**config.mk**
```make
export PLATFORM = sky130hd
export DESIGN_NAME = auto_dimming_light_to_pwm
export DESIGN_NICKNAME = d
export VERILOG_FILES = /design/src/rtl/adlp_pkg.sv /design/src/rtl/adlp_div.sv /design/src/rtl/auto_dimming_light_to_pwm.sv
export SDC_FILE = /design/constraint.sdc
export NUM_CORES = 1
export LEC_CHECK = 0
export BUFFER_PORTS_ARGS = -buffer_cell sky130_fd_sc_hd__buf_2
export CAP_MARGIN = 40
export CORE_ASPECT_RATIO = 1.4
export CORE_MARGIN = 4
export CORE_UTILIZATION = 40
export DETAILED_ROUTE_END_ITERATION = 10
export PLACE_DENSITY = 0.54
export SLEW_MARGIN = 10
export SYNTH_ARGS = -nofsm -noshare
export SYNTH_HDL_FRONTEND = slang
export SYNTH_SLANG_ARGS = --single-unit
export TNS_END_PERCENT = 1
```
**constraint.sdc**
```tcl
create_clock -name clk -period 11.1 [get_ports clk]
set_input_delay 1.665 -clock clk [delete_from_list [all_inputs] [get_ports clk]]
set_output_delay 1.665 -clock clk [all_outputs]
set_load 0.05 [all_outputs]
```
**src/rtl/adlp_pkg.sv**
```systemverilog
`default_nettype none

package adlp_pkg;

	// Fixed-point layout
	localparam int SAMPLE_BITS = 12;
	localparam int FRAC_BITS   = 16;
	localparam int NORM_BITS   = 10;
	localparam int DUTY_BITS   = 8;
	localparam int ALPHA_BITS  = 16;

	localparam int AVG_BITS      = SAMPLE_BITS + FRAC_BITS;
	localparam int PROD_BITS     = AVG_BITS + 1 + ALPHA_BITS + 1;
	localparam int NORM_SHIFT    = FRAC_BITS - NORM_BITS;
	localparam int DIVIDEND_BITS = AVG_BITS + 1 - NORM_SHIFT;
	localparam int QUOT_BITS     = NORM_BITS + 1;
	localparam int CNT_BITS      = $clog2(ALPHA_BITS);
	localparam int DUTY_MAX      = (1 << DUTY_BITS) - 1;

	localparam logic [QUOT_BITS-1:0] NORM_ONE = QUOT_BITS'(1 << NORM_BITS);

	// Stream and configuration port widths
	localparam int IN_TDATA_BITS  = ((SAMPLE_BITS + 7) / 8) * 8;
	localparam int OUT_BITS       = 2 * DUTY_BITS + 3 * SAMPLE_BITS;
	localparam int OUT_TDATA_BITS = ((OUT_BITS + 7) / 8) * 8;
	localparam int CFG_INDEX_BITS = 3;
	localparam int CFG_DATA_BITS  = ALPHA_BITS;

	// Register indexes
	typedef enum logic [CFG_INDEX_BITS-1:0] {
		REG_INVERT    = 3'd0,
		REG_ALPHA     = 3'd1,
		REG_MIN_SPAN  = 3'd2,
		REG_STEP_UP   = 3'd3,
		REG_STEP_DOWN = 3'd4
	} cfg_reg_t;

	// Sequencer states
	typedef enum logic [2:0] {
		ST_IDLE,
		ST_MUL,
		ST_NORM,
		ST_SPAN,
		ST_DIV,
		ST_GAMMA,
		ST_DONE
	} state_t;

	// Divider request and response
	typedef struct packed {
		logic                     start;
		logic [DIVIDEND_BITS-1:0] dividend;
		logic [SAMPLE_BITS-1:0]   divisor;
	} div_req_t;

	typedef struct packed {
		logic                 done;
		logic [QUOT_BITS-1:0] quot;
	} div_rsp_t;

	// Gamma 1/1.4 written as exponent 5/7
	localparam int GAMMA_NUM = 5;
	localparam int GAMMA_DEN = 7;
	localparam int GAMMA_W   = 192;

	typedef logic [DUTY_MAX:0][QUOT_BITS-1:0] gamma_thr_t;

	function automatic logic [GAMMA_W-1:0] ipow(logic [GAMMA_W-1:0] b, int e);
		logic [GAMMA_W-1:0] r;
		r = GAMMA_W'(1);
		for (int i = 0; i < e; i++) begin
			r = r * b;
		end
		return r;
	endfunction

	// Smallest normalized value that reaches each duty after rounding:
	// duty d holds when (2d-1)^7 * 2^(5N) <= (2*DUTY_MAX)^7 * n^5
	function automatic gamma_thr_t build_gamma_thr();
		gamma_thr_t           t;
		logic [GAMMA_W-1:0]   scale;
		logic [GAMMA_W-1:0]   lhs;
		logic [GAMMA_W-1:0]   f;
		logic [QUOT_BITS-1:0] n;
		logic [QUOT_BITS-1:0] trial;
		scale = ipow(GAMMA_W'(2 * DUTY_MAX), GAMMA_DEN);
		t[0]  = '0;
		for (int d = 1; d <= DUTY_MAX; d++) begin
			lhs = ipow(GAMMA_W'(2 * d - 1), GAMMA_DEN) << (GAMMA_NUM * NORM_BITS);
			n   = '0;
			for (int b = NORM_BITS; b >= 0; b--) begin
				trial = n | (QUOT_BITS'(1) << b);
				f     = scale * ipow(GAMMA_W'(trial), GAMMA_NUM);
				if (trial <= NORM_ONE && f < lhs) begin
					n = trial;
				end
			end
			t[d] = n + QUOT_BITS'(1);
		end
		return t;
	endfunction

	localparam gamma_thr_t GAMMA_THR = build_gamma_thr();

endpackage

`default_nettype wire

```
**src/rtl/adlp_div.sv**
```systemverilog
`default_nettype none

// Restoring divider, one quotient bit per cycle; quotient capped at one
module adlp_div (
	input  wire logic               clk,
	input  wire logic               arst_n,
	input  wire adlp_pkg::div_req_t req,
	output adlp_pkg::div_rsp_t      rsp
);

	logic                                busy_q;
	logic                                done_q;
	logic [adlp_pkg::CNT_BITS-1:0]       cnt_q;
	logic [adlp_pkg::SAMPLE_BITS-1:0]    rem_q;
	logic [adlp_pkg::SAMPLE_BITS-1:0]    divisor_q;
	logic [adlp_pkg::QUOT_BITS-1:0]      sh_q;
	logic                                sat_q;

	logic [adlp_pkg::SAMPLE_BITS:0]      trial;
	logic [adlp_pkg::SAMPLE_BITS:0]      trial_sub;
	logic                                fits;
	logic [adlp_pkg::SAMPLE_BITS-1:0]    rem_next;

	// Shift in the next dividend bit and try the subtract
	always_comb begin
		trial     = {rem_q, sh_q[adlp_pkg::QUOT_BITS-1]};
		fits      = trial >= {1'b0, divisor_q};
		trial_sub = trial - {1'b0, divisor_q};
		rem_next  = fits ? trial_sub[adlp_pkg::SAMPLE_BITS-1:0]
		                 : trial[adlp_pkg::SAMPLE_BITS-1:0];
	end

	// Control
	always_ff @(posedge clk or negedge arst_n) begin
		if (!arst_n) begin
			busy_q <= 1'b0;
			done_q <= 1'b0;
			cnt_q  <= '0;
		end else begin
			done_q <= 1'b0;
			if (req.start) begin
				busy_q <= 1'b1;
				cnt_q  <= adlp_pkg::CNT_BITS'(adlp_pkg::QUOT_BITS - 1);
			end else if (busy_q) begin
				cnt_q <= cnt_q - adlp_pkg::CNT_BITS'(1);
				if (cnt_q == '0) begin
					busy_q <= 1'b0;
					done_q <= 1'b1;
				end
			end
		end
	end

	// Datapath: quotient bits replace dividend bits in the shift register
	always_ff @(posedge clk) begin
		if (req.start) begin
			divisor_q <= req.divisor;
			sat_q     <= req.dividend >= {req.divisor, {adlp_pkg::QUOT_BITS{1'b0}}};
			rem_q     <= req.dividend[adlp_pkg::DIVIDEND_BITS-1:adlp_pkg::QUOT_BITS];
			sh_q      <= req.dividend[adlp_pkg::QUOT_BITS-1:0];
		end else if (busy_q) begin
			rem_q <= rem_next;
			sh_q  <= {sh_q[adlp_pkg::QUOT_BITS-2:0], fits};
		end
	end

	assign rsp.done = done_q;
	assign rsp.quot = (sat_q || sh_q > adlp_pkg::NORM_ONE) ? adlp_pkg::NORM_ONE : sh_q;

endmodule

`default_nettype wire

```
**src/rtl/auto_dimming_light_to_pwm.sv**
```systemverilog
`default_nettype none

// Auto-dimming light sensor to lamp PWM duty.
// s_axis carries one 12-bit light reading per request in tdata[11:0]. Each
// request gives one result on m_axis: slew-limited duty, gamma target duty,
// smoothed level and the learned low and high levels.
// Configuration is written through cfg_wen / cfg_index / cfg_wdata; the user
// must write it only while idle, and the block itself does not enforce this.
// The main work for each request is the serial moving-average multiply (one
// alpha bit a cycle), the serial normalizing divide of 11 quotient bits and
// the bit-by-bit gamma table search over the 8 duty bits, done in that order;
// a new request is taken only when the last one has finished these steps.
// The result sits in an output register; a new request is taken while it
// waits. If the receiver still stalls when the next result is finished, the
// sequencer holds in its last step until the register is free.
// Reset clears the average, the learned range (low 4095, high 0), the duty
// and the first-sample flags, and sets the registers to their defaults.
module auto_dimming_light_to_pwm (
	input  wire logic                                 clk,
	input  wire logic                                 arst_n,
	input  wire logic                                 s_axis_tvalid,
	output logic                                      s_axis_tready,
	// [11:0] light_sample
	input  wire logic [adlp_pkg::IN_TDATA_BITS-1:0]   s_axis_tdata,
	output logic                                      m_axis_tvalid,
	input  wire logic                                 m_axis_tready,
	// [7:0] duty_drive, [15:8] duty_target, [27:16] smoothed_level,
	// [39:28] learned_low, [51:40] learned_high
	output logic [adlp_pkg::OUT_TDATA_BITS-1:0]       m_axis_tdata,
	input  wire logic                                 cfg_wen,
	input  wire logic [adlp_pkg::CFG_INDEX_BITS-1:0]  cfg_index,
	input  wire logic [adlp_pkg::CFG_DATA_BITS-1:0]   cfg_wdata
);

	localparam int SB = adlp_pkg::SAMPLE_BITS;
	localparam int FB = adlp_pkg::FRAC_BITS;
	localparam int AB = adlp_pkg::AVG_BITS;
	localparam int PB = adlp_pkg::PROD_BITS;
	localparam int DB = adlp_pkg::DUTY_BITS;
	localparam int QB = adlp_pkg::QUOT_BITS;
	localparam int CB = adlp_pkg::CNT_BITS;
	localparam int WB = adlp_pkg::ALPHA_BITS;
	localparam logic signed [PB-1:0] ROUND = PB'(1 << (WB - 1));

	adlp_pkg::state_t state_q, state_d;

	// Configuration registers
	logic          invert_q;
	logic [WB-1:0] alpha_q;
	logic [SB-1:0] min_span_q;
	logic [DB-1:0] step_up_q;
	logic [DB-1:0] step_down_q;

	// Block state
	logic [AB-1:0] avg_q;
	logic          avg_seeded_q;
	logic [SB-1:0] low_q;
	logic [SB-1:0] high_q;
	logic [DB-1:0] duty_q;
	logic          duty_seeded_q;

	// Working registers
	logic signed [AB:0]   diff_q;
	logic [WB-1:0]        alpha_sh_q;
	logic signed [PB-1:0] prod_q;
	logic [CB-1:0]        cnt_q;
	logic [QB-1:0]        norm_q;
	logic [DB-1:0]        dsel_q;

	// Output register
	logic          out_valid_q;
	logic [DB-1:0] out_drive_q;
	logic [DB-1:0] out_target_q;
	logic [SB-1:0] out_level_q;
	logic [SB-1:0] out_low_q;
	logic [SB-1:0] out_high_q;

	// Control strobes
	logic accept;
	logic load_out;

	// Datapath
	logic [SB-1:0]        sample;
	logic [AB-1:0]        sq;
	logic [AB-1:0]        avg_base;
	logic signed [PB-1:0] prod_next;
	logic signed [PB-1:0] rnd;
	logic [AB-1:0]        avg_new;
	logic [SB-1:0]        level_new;
	logic [SB-1:0]        span_raw;
	logic [SB-1:0]        span;
	logic [AB-1:0]        low_frac;
	logic [AB-1:0]        num;
	logic [AB:0]          ysum;
	logic [DB-1:0]        trial;
	logic [DB-1:0]        target;
	logic [DB-1:0]        step;
	logic [DB-1:0]        duty_next;

	adlp_pkg::div_req_t div_req;
	adlp_pkg::div_rsp_t div_rsp;

	// Sequencer
	always_comb begin
		state_d  = state_q;
		accept   = 1'b0;
		load_out = 1'b0;
		case (state_q)
			adlp_pkg::ST_IDLE: begin
				accept = s_axis_tvalid;
				if (s_axis_tvalid) begin
					state_d = adlp_pkg::ST_MUL;
				end
			end
			adlp_pkg::ST_MUL: begin
				if (cnt_q == '0) begin
					state_d = adlp_pkg::ST_NORM;
				end
			end
			adlp_pkg::ST_NORM: state_d = adlp_pkg::ST_SPAN;
			adlp_pkg::ST_SPAN: state_d = adlp_pkg::ST_DIV;
			adlp_pkg::ST_DIV: begin
				if (div_rsp.done) begin
					state_d = adlp_pkg::ST_GAMMA;
				end
			end
			adlp_pkg::ST_GAMMA: begin
				if (cnt_q == '0) begin
					state_d = adlp_pkg::ST_DONE;
				end
			end
			adlp_pkg::ST_DONE: begin
				if (!out_valid_q || m_axis_tready) begin
					load_out = 1'b1;
					state_d  = adlp_pkg::ST_IDLE;
				end
			end
			default: state_d = adlp_pkg::ST_IDLE;
		endcase
	end

	always_ff @(posedge clk or negedge arst_n) begin
		if (!arst_n) begin
			state_q <= adlp_pkg::ST_IDLE;
		end else begin
			state_q <= state_d;
		end
	end

	assign s_axis_tready = (state_q == adlp_pkg::ST_IDLE);

	// Seed the average with the first sample
	always_comb begin
		sample   = s_axis_tdata[SB-1:0];
		sq       = {sample, {FB{1'b0}}};
		avg_base = avg_seeded_q ? avg_q : sq;
	end

	// One alpha bit per cycle, most significant first
	assign prod_next = (prod_q <<< 1) + (alpha_sh_q[WB-1] ? PB'(diff_q) : '0);

	// Round the weighted step and apply it
	always_comb begin
		rnd       = (prod_q + ROUND) >>> WB;
		avg_new   = avg_q + rnd[AB-1:0];
		level_new = avg_new[AB-1:FB];
	end

	// Span with floor, offset above the low level, prescaled dividend
	always_comb begin
		span_raw = (high_q > low_q) ? (high_q - low_q) : '0;
		span     = (span_raw < min_span_q) ? min_span_q : span_raw;
		if (span == '0) begin
			span = SB'(1);
		end
		low_frac = {low_q, {FB{1'b0}}};
		num      = (avg_q > low_frac) ? (avg_q - low_frac) : '0;
		ysum     = (AB + 1)'(num) + ((AB + 1)'(span) << (adlp_pkg::NORM_SHIFT - 1));
	end

	always_comb begin
		div_req.start    = (state_q == adlp_pkg::ST_SPAN);
		div_req.dividend = ysum[AB:adlp_pkg::NORM_SHIFT];
		div_req.divisor  = span;
	end

	adlp_div u_div (
		.clk    (clk),
		.arst_n (arst_n),
		.req    (div_req),
		.rsp    (div_rsp)
	);

	// Gamma search: try each duty bit against the threshold table
	assign trial = dsel_q | (DB'(1) << cnt_q);

	// Slew limit toward the target; the first result takes the target directly
	always_comb begin
		target    = dsel_q;
		step      = '0;
		duty_next = duty_q;
		if (!duty_seeded_q) begin
			duty_next = target;
		end else if (target > duty_q) begin
			step      = target - duty_q;
			duty_next = duty_q + ((step > step_up_q) ? step_up_q : step);
		end else if (target < duty_q) begin
			step      = duty_q - target;
			duty_next = duty_q - ((step > step_down_q) ? step_down_q : step);
		end
	end

	// Configuration, block state and output valid
	always_ff @(posedge clk or negedge arst_n) begin
		if (!arst_n) begin
			invert_q      <= 1'b1;
			alpha_q       <= WB'(328);
			min_span_q    <= SB'(50);
			step_up_q     <= DB'(5);
			step_down_q   <= DB'(4);
			avg_q         <= '0;
			avg_seeded_q  <= 1'b0;
			low_q         <= '1;
			high_q        <= '0;
			duty_q        <= '0;
			duty_seeded_q <= 1'b0;
			out_valid_q   <= 1'b0;
			cnt_q         <= '0;
		end else begin
			if (cfg_wen) begin
				case (cfg_index)
					adlp_pkg::REG_INVERT:    invert_q    <= cfg_wdata[0];
					adlp_pkg::REG_ALPHA:     alpha_q     <= cfg_wdata[WB-1:0];
					adlp_pkg::REG_MIN_SPAN:  min_span_q  <= cfg_wdata[SB-1:0];
					adlp_pkg::REG_STEP_UP:   step_up_q   <= cfg_wdata[DB-1:0];
					adlp_pkg::REG_STEP_DOWN: step_down_q <= cfg_wdata[DB-1:0];
					default: ;
				endcase
			end

			if (accept) begin
				avg_q        <= avg_base;
				avg_seeded_q <= 1'b1;
				cnt_q        <= CB'(WB - 1);
			end else if (state_q == adlp_pkg::ST_MUL) begin
				cnt_q <= cnt_q - CB'(1);
			end else if (state_q == adlp_pkg::ST_NORM) begin
				avg_q <= avg_new;
				if (level_new < low_q) begin
					low_q <= level_new;
				end
				if (level_new > high_q) begin
					high_q <= level_new;
				end
			end else if (state_q == adlp_pkg::ST_DIV && div_rsp.done) begin
				cnt_q <= CB'(DB - 1);
			end else if (state_q == adlp_pkg::ST_GAMMA && cnt_q != '0) begin
				cnt_q <= cnt_q - CB'(1);
			end

			if (load_out) begin
				duty_q        <= duty_next;
				duty_seeded_q <= 1'b1;
				out_valid_q   <= 1'b1;
			end else if (m_axis_tready) begin
				out_valid_q <= 1'b0;
			end
		end
	end

	// Working and output payload
	always_ff @(posedge clk) begin
		if (accept) begin
			diff_q     <= $signed({1'b0, sq}) - $signed({1'b0, avg_base});
			alpha_sh_q <= alpha_q;
			prod_q     <= '0;
		end else if (state_q == adlp_pkg::ST_MUL) begin
			prod_q     <= prod_next;
			alpha_sh_q <= {alpha_sh_q[WB-2:0], 1'b0};
		end

		if (state_q == adlp_pkg::ST_DIV && div_rsp.done) begin
			norm_q <= invert_q ? (adlp_pkg::NORM_ONE - div_rsp.quot) : div_rsp.quot;
			dsel_q <= '0;
		end else if (state_q == adlp_pkg::ST_GAMMA) begin
			if (norm_q >= adlp_pkg::GAMMA_THR[trial]) begin
				dsel_q <= trial;
			end
		end

		if (load_out) begin
			out_drive_q  <= duty_next;
			out_target_q <= target;
			out_level_q  <= avg_q[AB-1:FB];
			out_low_q    <= low_q;
			out_high_q   <= high_q;
		end
	end

	assign m_axis_tvalid = out_valid_q;
	assign m_axis_tdata  = {{(adlp_pkg::OUT_TDATA_BITS - adlp_pkg::OUT_BITS){1'b0}},
	                        out_high_q, out_low_q, out_level_q, out_target_q, out_drive_q};

	// Checks
	a_range_order: assert property (@(posedge clk) disable iff (!arst_n)
		m_axis_tvalid |-> out_low_q <= out_high_q)
		else $error("learned low above learned high");

	a_norm_cap: assert property (@(posedge clk) disable iff (!arst_n)
		(state_q == adlp_pkg::ST_GAMMA) |-> norm_q <= adlp_pkg::NORM_ONE)
		else $error("normalized value above one");

	a_seeded_busy: assert property (@(posedge clk) disable iff (!arst_n)
		(state_q != adlp_pkg::ST_IDLE) |-> avg_seeded_q)
		else $error("working on an item with an unseeded average");

	a_div_done: assert property (@(posedge clk) disable iff (!arst_n)
		div_rsp.done |-> state_q == adlp_pkg::ST_DIV)
		else $error("divider finished outside the divide step");

endmodule

`default_nettype wire

```
# Yosys cells after proc, flatten, opt, wreduce, memory -nomap -nowiden
# Memory sizes are Yosys's and may differ from the RTL's.
# Cells that the tools add are included.
[word_totals]
latchBits = 0
n_memories = 1
in_bits = 40
ramBits = 0
ff_bits = 317
output_inout_bits = 58
romBits = 2816
[classes]
eq_ne = 17
div = 0
n_bitwise = 3
shift = 1
reduce_logical = 27
mux = 48
multipliers = 0
magnitude_cmp = 14
addsub = 15
[memory_table]
columns = ["name", "words", "width", "read_ports", "rd_clocked_by_memory_dff", "wr", "line", "text"]
rows = [
  ["(name not given)", 256, 11, 1, 0, 0, "auto_dimming_light_to_pwm.sv:286", "if (norm_q >= adlp_pkg::GAMMA_THR[trial]) begin"],
]
[op_table]
columns = ["cell", "n"]
rows = [
  ["$mux W28", 5],
  ["$mux W12", 6],
  ["$mux W11", 5],
  ["$add A44 B17 Y44 const B", 1],
  ["$add A44 B44 Y44", 1],
  ["$mux W44", 1],
  ["$mux W8", 5],
  ["$mux W16", 2],
  ["$add A28 B17 Y29", 1],
  ["$sub A28 B28 Y29", 1],
  ["$add A28 B28 Y28", 1],
  ["$gt A28 B28 Y1", 1],
  ["$mux W4", 7],
  ["$sub A28 B28 Y28", 1],
  ["$gt A12 B12 Y1", 2],
  ["$gt A8 B8 Y1", 3],
  ["$lt A12 B12 Y1", 2],
  ["$sub A12 B12 Y12", 2],
  ["$sub A8 B8 Y8", 3],
  ["$ge A23 B23 Y1", 1],
  ["$pmux W3 S7", 1],
  ["$reduce_and A2 Y1", 8],
  ["$mux W3", 5],
  ["$ge A13 B12 Y1", 1],
  ["other kinds (27)", 59],
]

# Depth between registers and ports, before layout
[depth]
depth_word = 8
depth_mapped = 43

# Cells and area by module
# Synthesis repeated with hierarchy kept, for this count alone.
[unflattened]
hier_cells = 2967
hier_area_um2 = 26030.0
[by_module_without_submodules]
columns = ["mod", "instances", "cells_each", "seq_area_each_um2", "area_each_um2"]
rows = [
  ["auto_dimming_light_to_pwm", 1, 2707, 7189.4, 23192.2],
  ["adlp_div", 1, 260, 1231.2, 2837.7],
]

# Worst setup path before layout
# OpenSTA, ideal clock, no wires.
[synth_timing]
path_type = "register to register"
startpoint = "reg high_q[0]"
endpoint = "reg u_div.sat_q, data pin"
n_path_buf = 3
arrival_time_ns = 7.989
setup_slack_ns = 2.851
setup_ns = 0.260
path_stages_with_launch = 43
cell_sequence = "dfrtp_1 > inv_1 > ha_1 > fa_1 > nand2b_1 > a211oi_2 > o21ai_0 > and2_1 > or2_1 > clkbuf_1 > nor2_1 > ha_1 > a21o_1 > a21o_1 > a221oi_1 > o21a_1 > o21a_1 > buf_1 > [... 7 more ...] > nand4_1 > a21oi_1 > nand3_1 > o21ai_4 > xnor2_1 > ha_1 > nor2b_1 > o21a_1 > o21a_1 > o21a_1 > o21a_1 > o21a_1 > o21a_1 > o21a_1 > o21ai_0 > nand2b_1 > a31oi_1 > o21ai_1"
[synth_rtl]
columns = ["element", "line", "text"]
rows = [
  ["start: declaration", "auto_dimming_light_to_pwm.sv:58", "logic [SB-1:0] high_q;"],
  ["start signal: assignment", "auto_dimming_light_to_pwm.sv:253", "high_q <= level_new;"],
  ["end signal: assignment", "adlp_div.sv:58", "sat_q <= req.dividend >= {req.divisor, {adlp_pkg::QUOT_BITS{1'b0}}};"],
  ["end: declaration", "adlp_div.sv:17", "logic sat_q;"],
]

==> reports/qor.txt <==
================================================================================
Result of the run                                                   finished clean
Normalized max-slew margin                                                 43.0%
Number of global-route vias before repair                                  21400
Initial Util                                                               40.4%
Worst setup EP type                                                     register
Worst R2R Start                                                         low_q[0]
Met3 capacity usage during global routing                                  2.48%
First-pass GRT wire length                                             117000 um
Number of antenna violations at the first check in global routing              0
Sequential cell area                                                0.00842 sq mm
Most frequent cells after synthesis                                 nand2_1 (313), ha_1 (255), o21ai_0 (237)
Max-slew violation count                                                       0
Number of nets in the final layout                                          3234
Via count                                                                  21500
Class of the tightest hold or removal check                         register to register
Clock latency on the worst-skew pair                                     0.57 ns
Endpoint with the worst hold slack                                     prod_q[0]
Worst Min Path Start                                                   prod_q[0]
N_diodes                                                                       0
Met2 usage in global routing                                               39.8%
Global routing's busiest layer                                              met2
Top-count cell post-synth                                                nand2_1
Clock Skews                                                            0.0321 ns
#FFs+latches synth                                                           317
Sort of element at the start of the critical path                       register
Maximum number of pins on one net before global-route repair                  72
Final Setup Violations                                                         0
# rows                                                                       108
Maximum clock path buffer count                                                3
Least-Margin Pin Slew                                                   0.855 ns
Fin crit period                                                         10.06 ns
Cell area after synthesis                                           0.0251 sq mm
EDFF count, synth                                                            144
Post-CTS Resized                                                               0
Total wirelength of the detailed-routed design                          73700 um
Num ports                                                                     98
Port-buffer cells                                                             89
Layout cell share with drive strength beyond 1                             10.4%
Largest cells by area after synthesis                               edfxtp_1 (17%), ha_1 (13%), dfrtp_1 (9.9%)
Cell type with the highest occurrence count on the critical path          o21a_1
Highest net fanout along the worst path                                       13
Routability congestion estimate from global placement                      0.908
Number of cells on the worst hold path                                         2
Number of cell instances on the worst register-to-register path               40
Worst Hold Slack                                                        0.460 ns
Share of the yosys chip area belonging to registers                        33.6%
TritonCTS clock tree                                                       built
Required time worst endpoint                                            11.37 ns
Reg-to-reg setup timing slack                                            1.04 ns
Number of violations of the max-capacitance limit                              0
Post-Syn Instances                                                          2882
Synthesis-to-layout area growth                                            10.6%
Post-synth ARST share                                                      38.2%
Met1 global-route usage                                                    25.4%
Filler instances                                                            6015
Part of the cycle the worst path needs                                     90.6%
Number of remaining DRC errors                                                 0
Number of buffers inserted by post-CTS setup repair                            0
Multi-input gate area                                               0.0156 sq mm
Number of placed cells counting well taps                                   3714
Area fraction of the dominant cell type after synthesis                    17.3%
Top FF cell, synth                                                      edfxtp_1
Detailed-route wire length per cell                                      19.5 um
Width of the die                                                          220 um
Slowest stage delay, CP                                                  0.61 ns
Number of clock buffers inserted by TritonCTS                                 37
Unrepaired setup endpoints after global routing                            false
Setup TNS Final                                                             0 ns
Start-to-end type of the worst setup path                           register to register
Worst r2r dst                                                        u_div.sat_q
Library cell used as clock root buffer                                 clkbuf_16
Core ar.                                                            0.0620 sq mm
HPWL Detailed                                                           55800 um
Detailed Route Iter0 Violations                                             1467
Clock Sink Count                                                             317
H-Tree Depth                                                                   2
Crit path max-delay cell type                                             nor3_1
Combined global-route utilization of all metal layers                      21.6%
Mean instance size in the synthesized netlist                         8.69 sq um
Final hold violation count                                                     0
Remaining antenna violation count after routing                                0
Arrival time of data at the critical path endpoint                      10.34 ns
Floorplan die area                                                  0.0668 sq mm
Achievable Freq                                                         99.4 MHz
Total of warnings raised by yosys                                              0
Area leader, netlist                                                    edfxtp_1
CTS clock-pin slew for the worst setup and hold paths                    0.06 ns
Final Core Density                                                         44.7%
Overflow left after global routing                                             0
Ratio of routed vias to standard cells                                      5.68
Hold-fix buffers, CTS                                                          0
Number of distinct library cells after synthesis                              96
Layout Cells excl Fill                                                      3782
Y dimension of the die                                                    304 um
Detailed-routing iteration count for the pre-antenna-repair pass               6
================================================================================
[placed cells by master, fill, tap and decap left out, types with 22 or more instances in the layout]
master     Yosys  routed
nor2b_1       35      35
a21oi_1      206     203
and2_1        47      47
buf_2          3      89
o211ai_1      28      28
ha_1         255     255
nand3_1       71      71
buf_4          5      37
edfxtp_1     144     144
a211oi_1      29      29
nor2_1       194     192
dfrtp_1       99      99
nand2_1      313     312
nor3_1        68      66
dfxtp_1       52      52
xor2_1        63      63
a31oi_1       31      29
mux2_2        46      46
nand4_1       37      37
inv_1        162     160
and3_1        25      25
dfstp_2       22      22
mux2i_1       35      35
clkbuf_16      0      40
o21a_1        42      42
nand2b_1      39      38
a21o_1        75      75
o21ai_0      237     237
xnor2_1      112     112
[layout make-up]
type / count / share of cell area (%)
Clock buffer: 55 / 4.03
Clock inverter: 12 / 0.492
Inverter: 166 / 2.25
Multi-Input combinational cell: 2275 / 56.3
Sequential cell: 317 / 30.4
Tap cell: 825 / 3.73
Timing Repair Buffer: 132 / 2.84
[stage by stage]
stage	cell area (sq um)	setup slack (ns)
detailed placement	26400	1.09
global route	27700	0.396
global placement	26400	1.27
CTS	27700	1.03
floorplan	25100	2.85
finish	27700	1.04
[registers in the layout, indices dropped and copies added, names as in the netlist, 11 cells and up]
name             cells
alpha_q             16
alpha_sh_q          16
avg_q               28
diff_q              29
high_q              12
low_q               12
min_span_q          12
norm_q              11
out_high_q          12
out_level_q         12
out_low_q           12
prod_q              44
u_div.divisor_q     12
u_div.rem_q         12
u_div.sh_q          11
[worst max-delay path by stage]
| stage | startpoint | to | slack [ns] | cells past startpoint |
|---|---|---|---|---|
| after detailed placement | low_q[0] | u_div.sat_q | 1.09 | 40 |
| final | low_q[0] | u_div.sat_q | 1.04 | 40 |
| after global routing | high_q[0] | u_div.sat_q | 0.40 | 41 |
| after CTS | low_q[0] | u_div.sat_q | 1.03 | 40 |
| after floorplan | high_q[0] | u_div.sat_q | 2.85 | 42 |
| after global placement | low_q[0] | u_div.sat_q | 1.27 | 40 |
[kinds of logic (layout without fill, tap and decap cells)]
kind of cell / Yosys count / count (layout) / synth area share, %
AND/OR/NAND/NOR: 909 / 909 / 17.4
AO/OA/AOI/OAI: 840 / 840 / 21.4
flip-flops: 317 / 317 / 33.6
buffers and inverters: 293 / 365 / 4.48
adder cells (fa/ha/maj): 265 / 265 / 13.5
XOR/XNOR: 176 / 176 / 6.18
multiplexers: 81 / 81 / 3.47
other: 1 / 4 / 0.0150
[layer usage]
metal / share of wire (%) / up-vias
met2: 52 / 499
met1: 40 / 10300
met3: 4.0 / 156
li1: - / 10600
met5: 0 / -
met4: 4.0 / 0
[critical path: cells and delay by family, from the launching register on]
kind	cells	cell delay (ns)
compound gates	22	4.71
fa+ha+maj	5	1.74
flops	1	0.41
simple gates	10	2.15
buf+inv	1	0.12
mux	1	0.45
xor+xnor	1	0.16
Power is not shown: default switching activity piles up to over one toggle a cycle in this logic, so the estimate is an artifact.
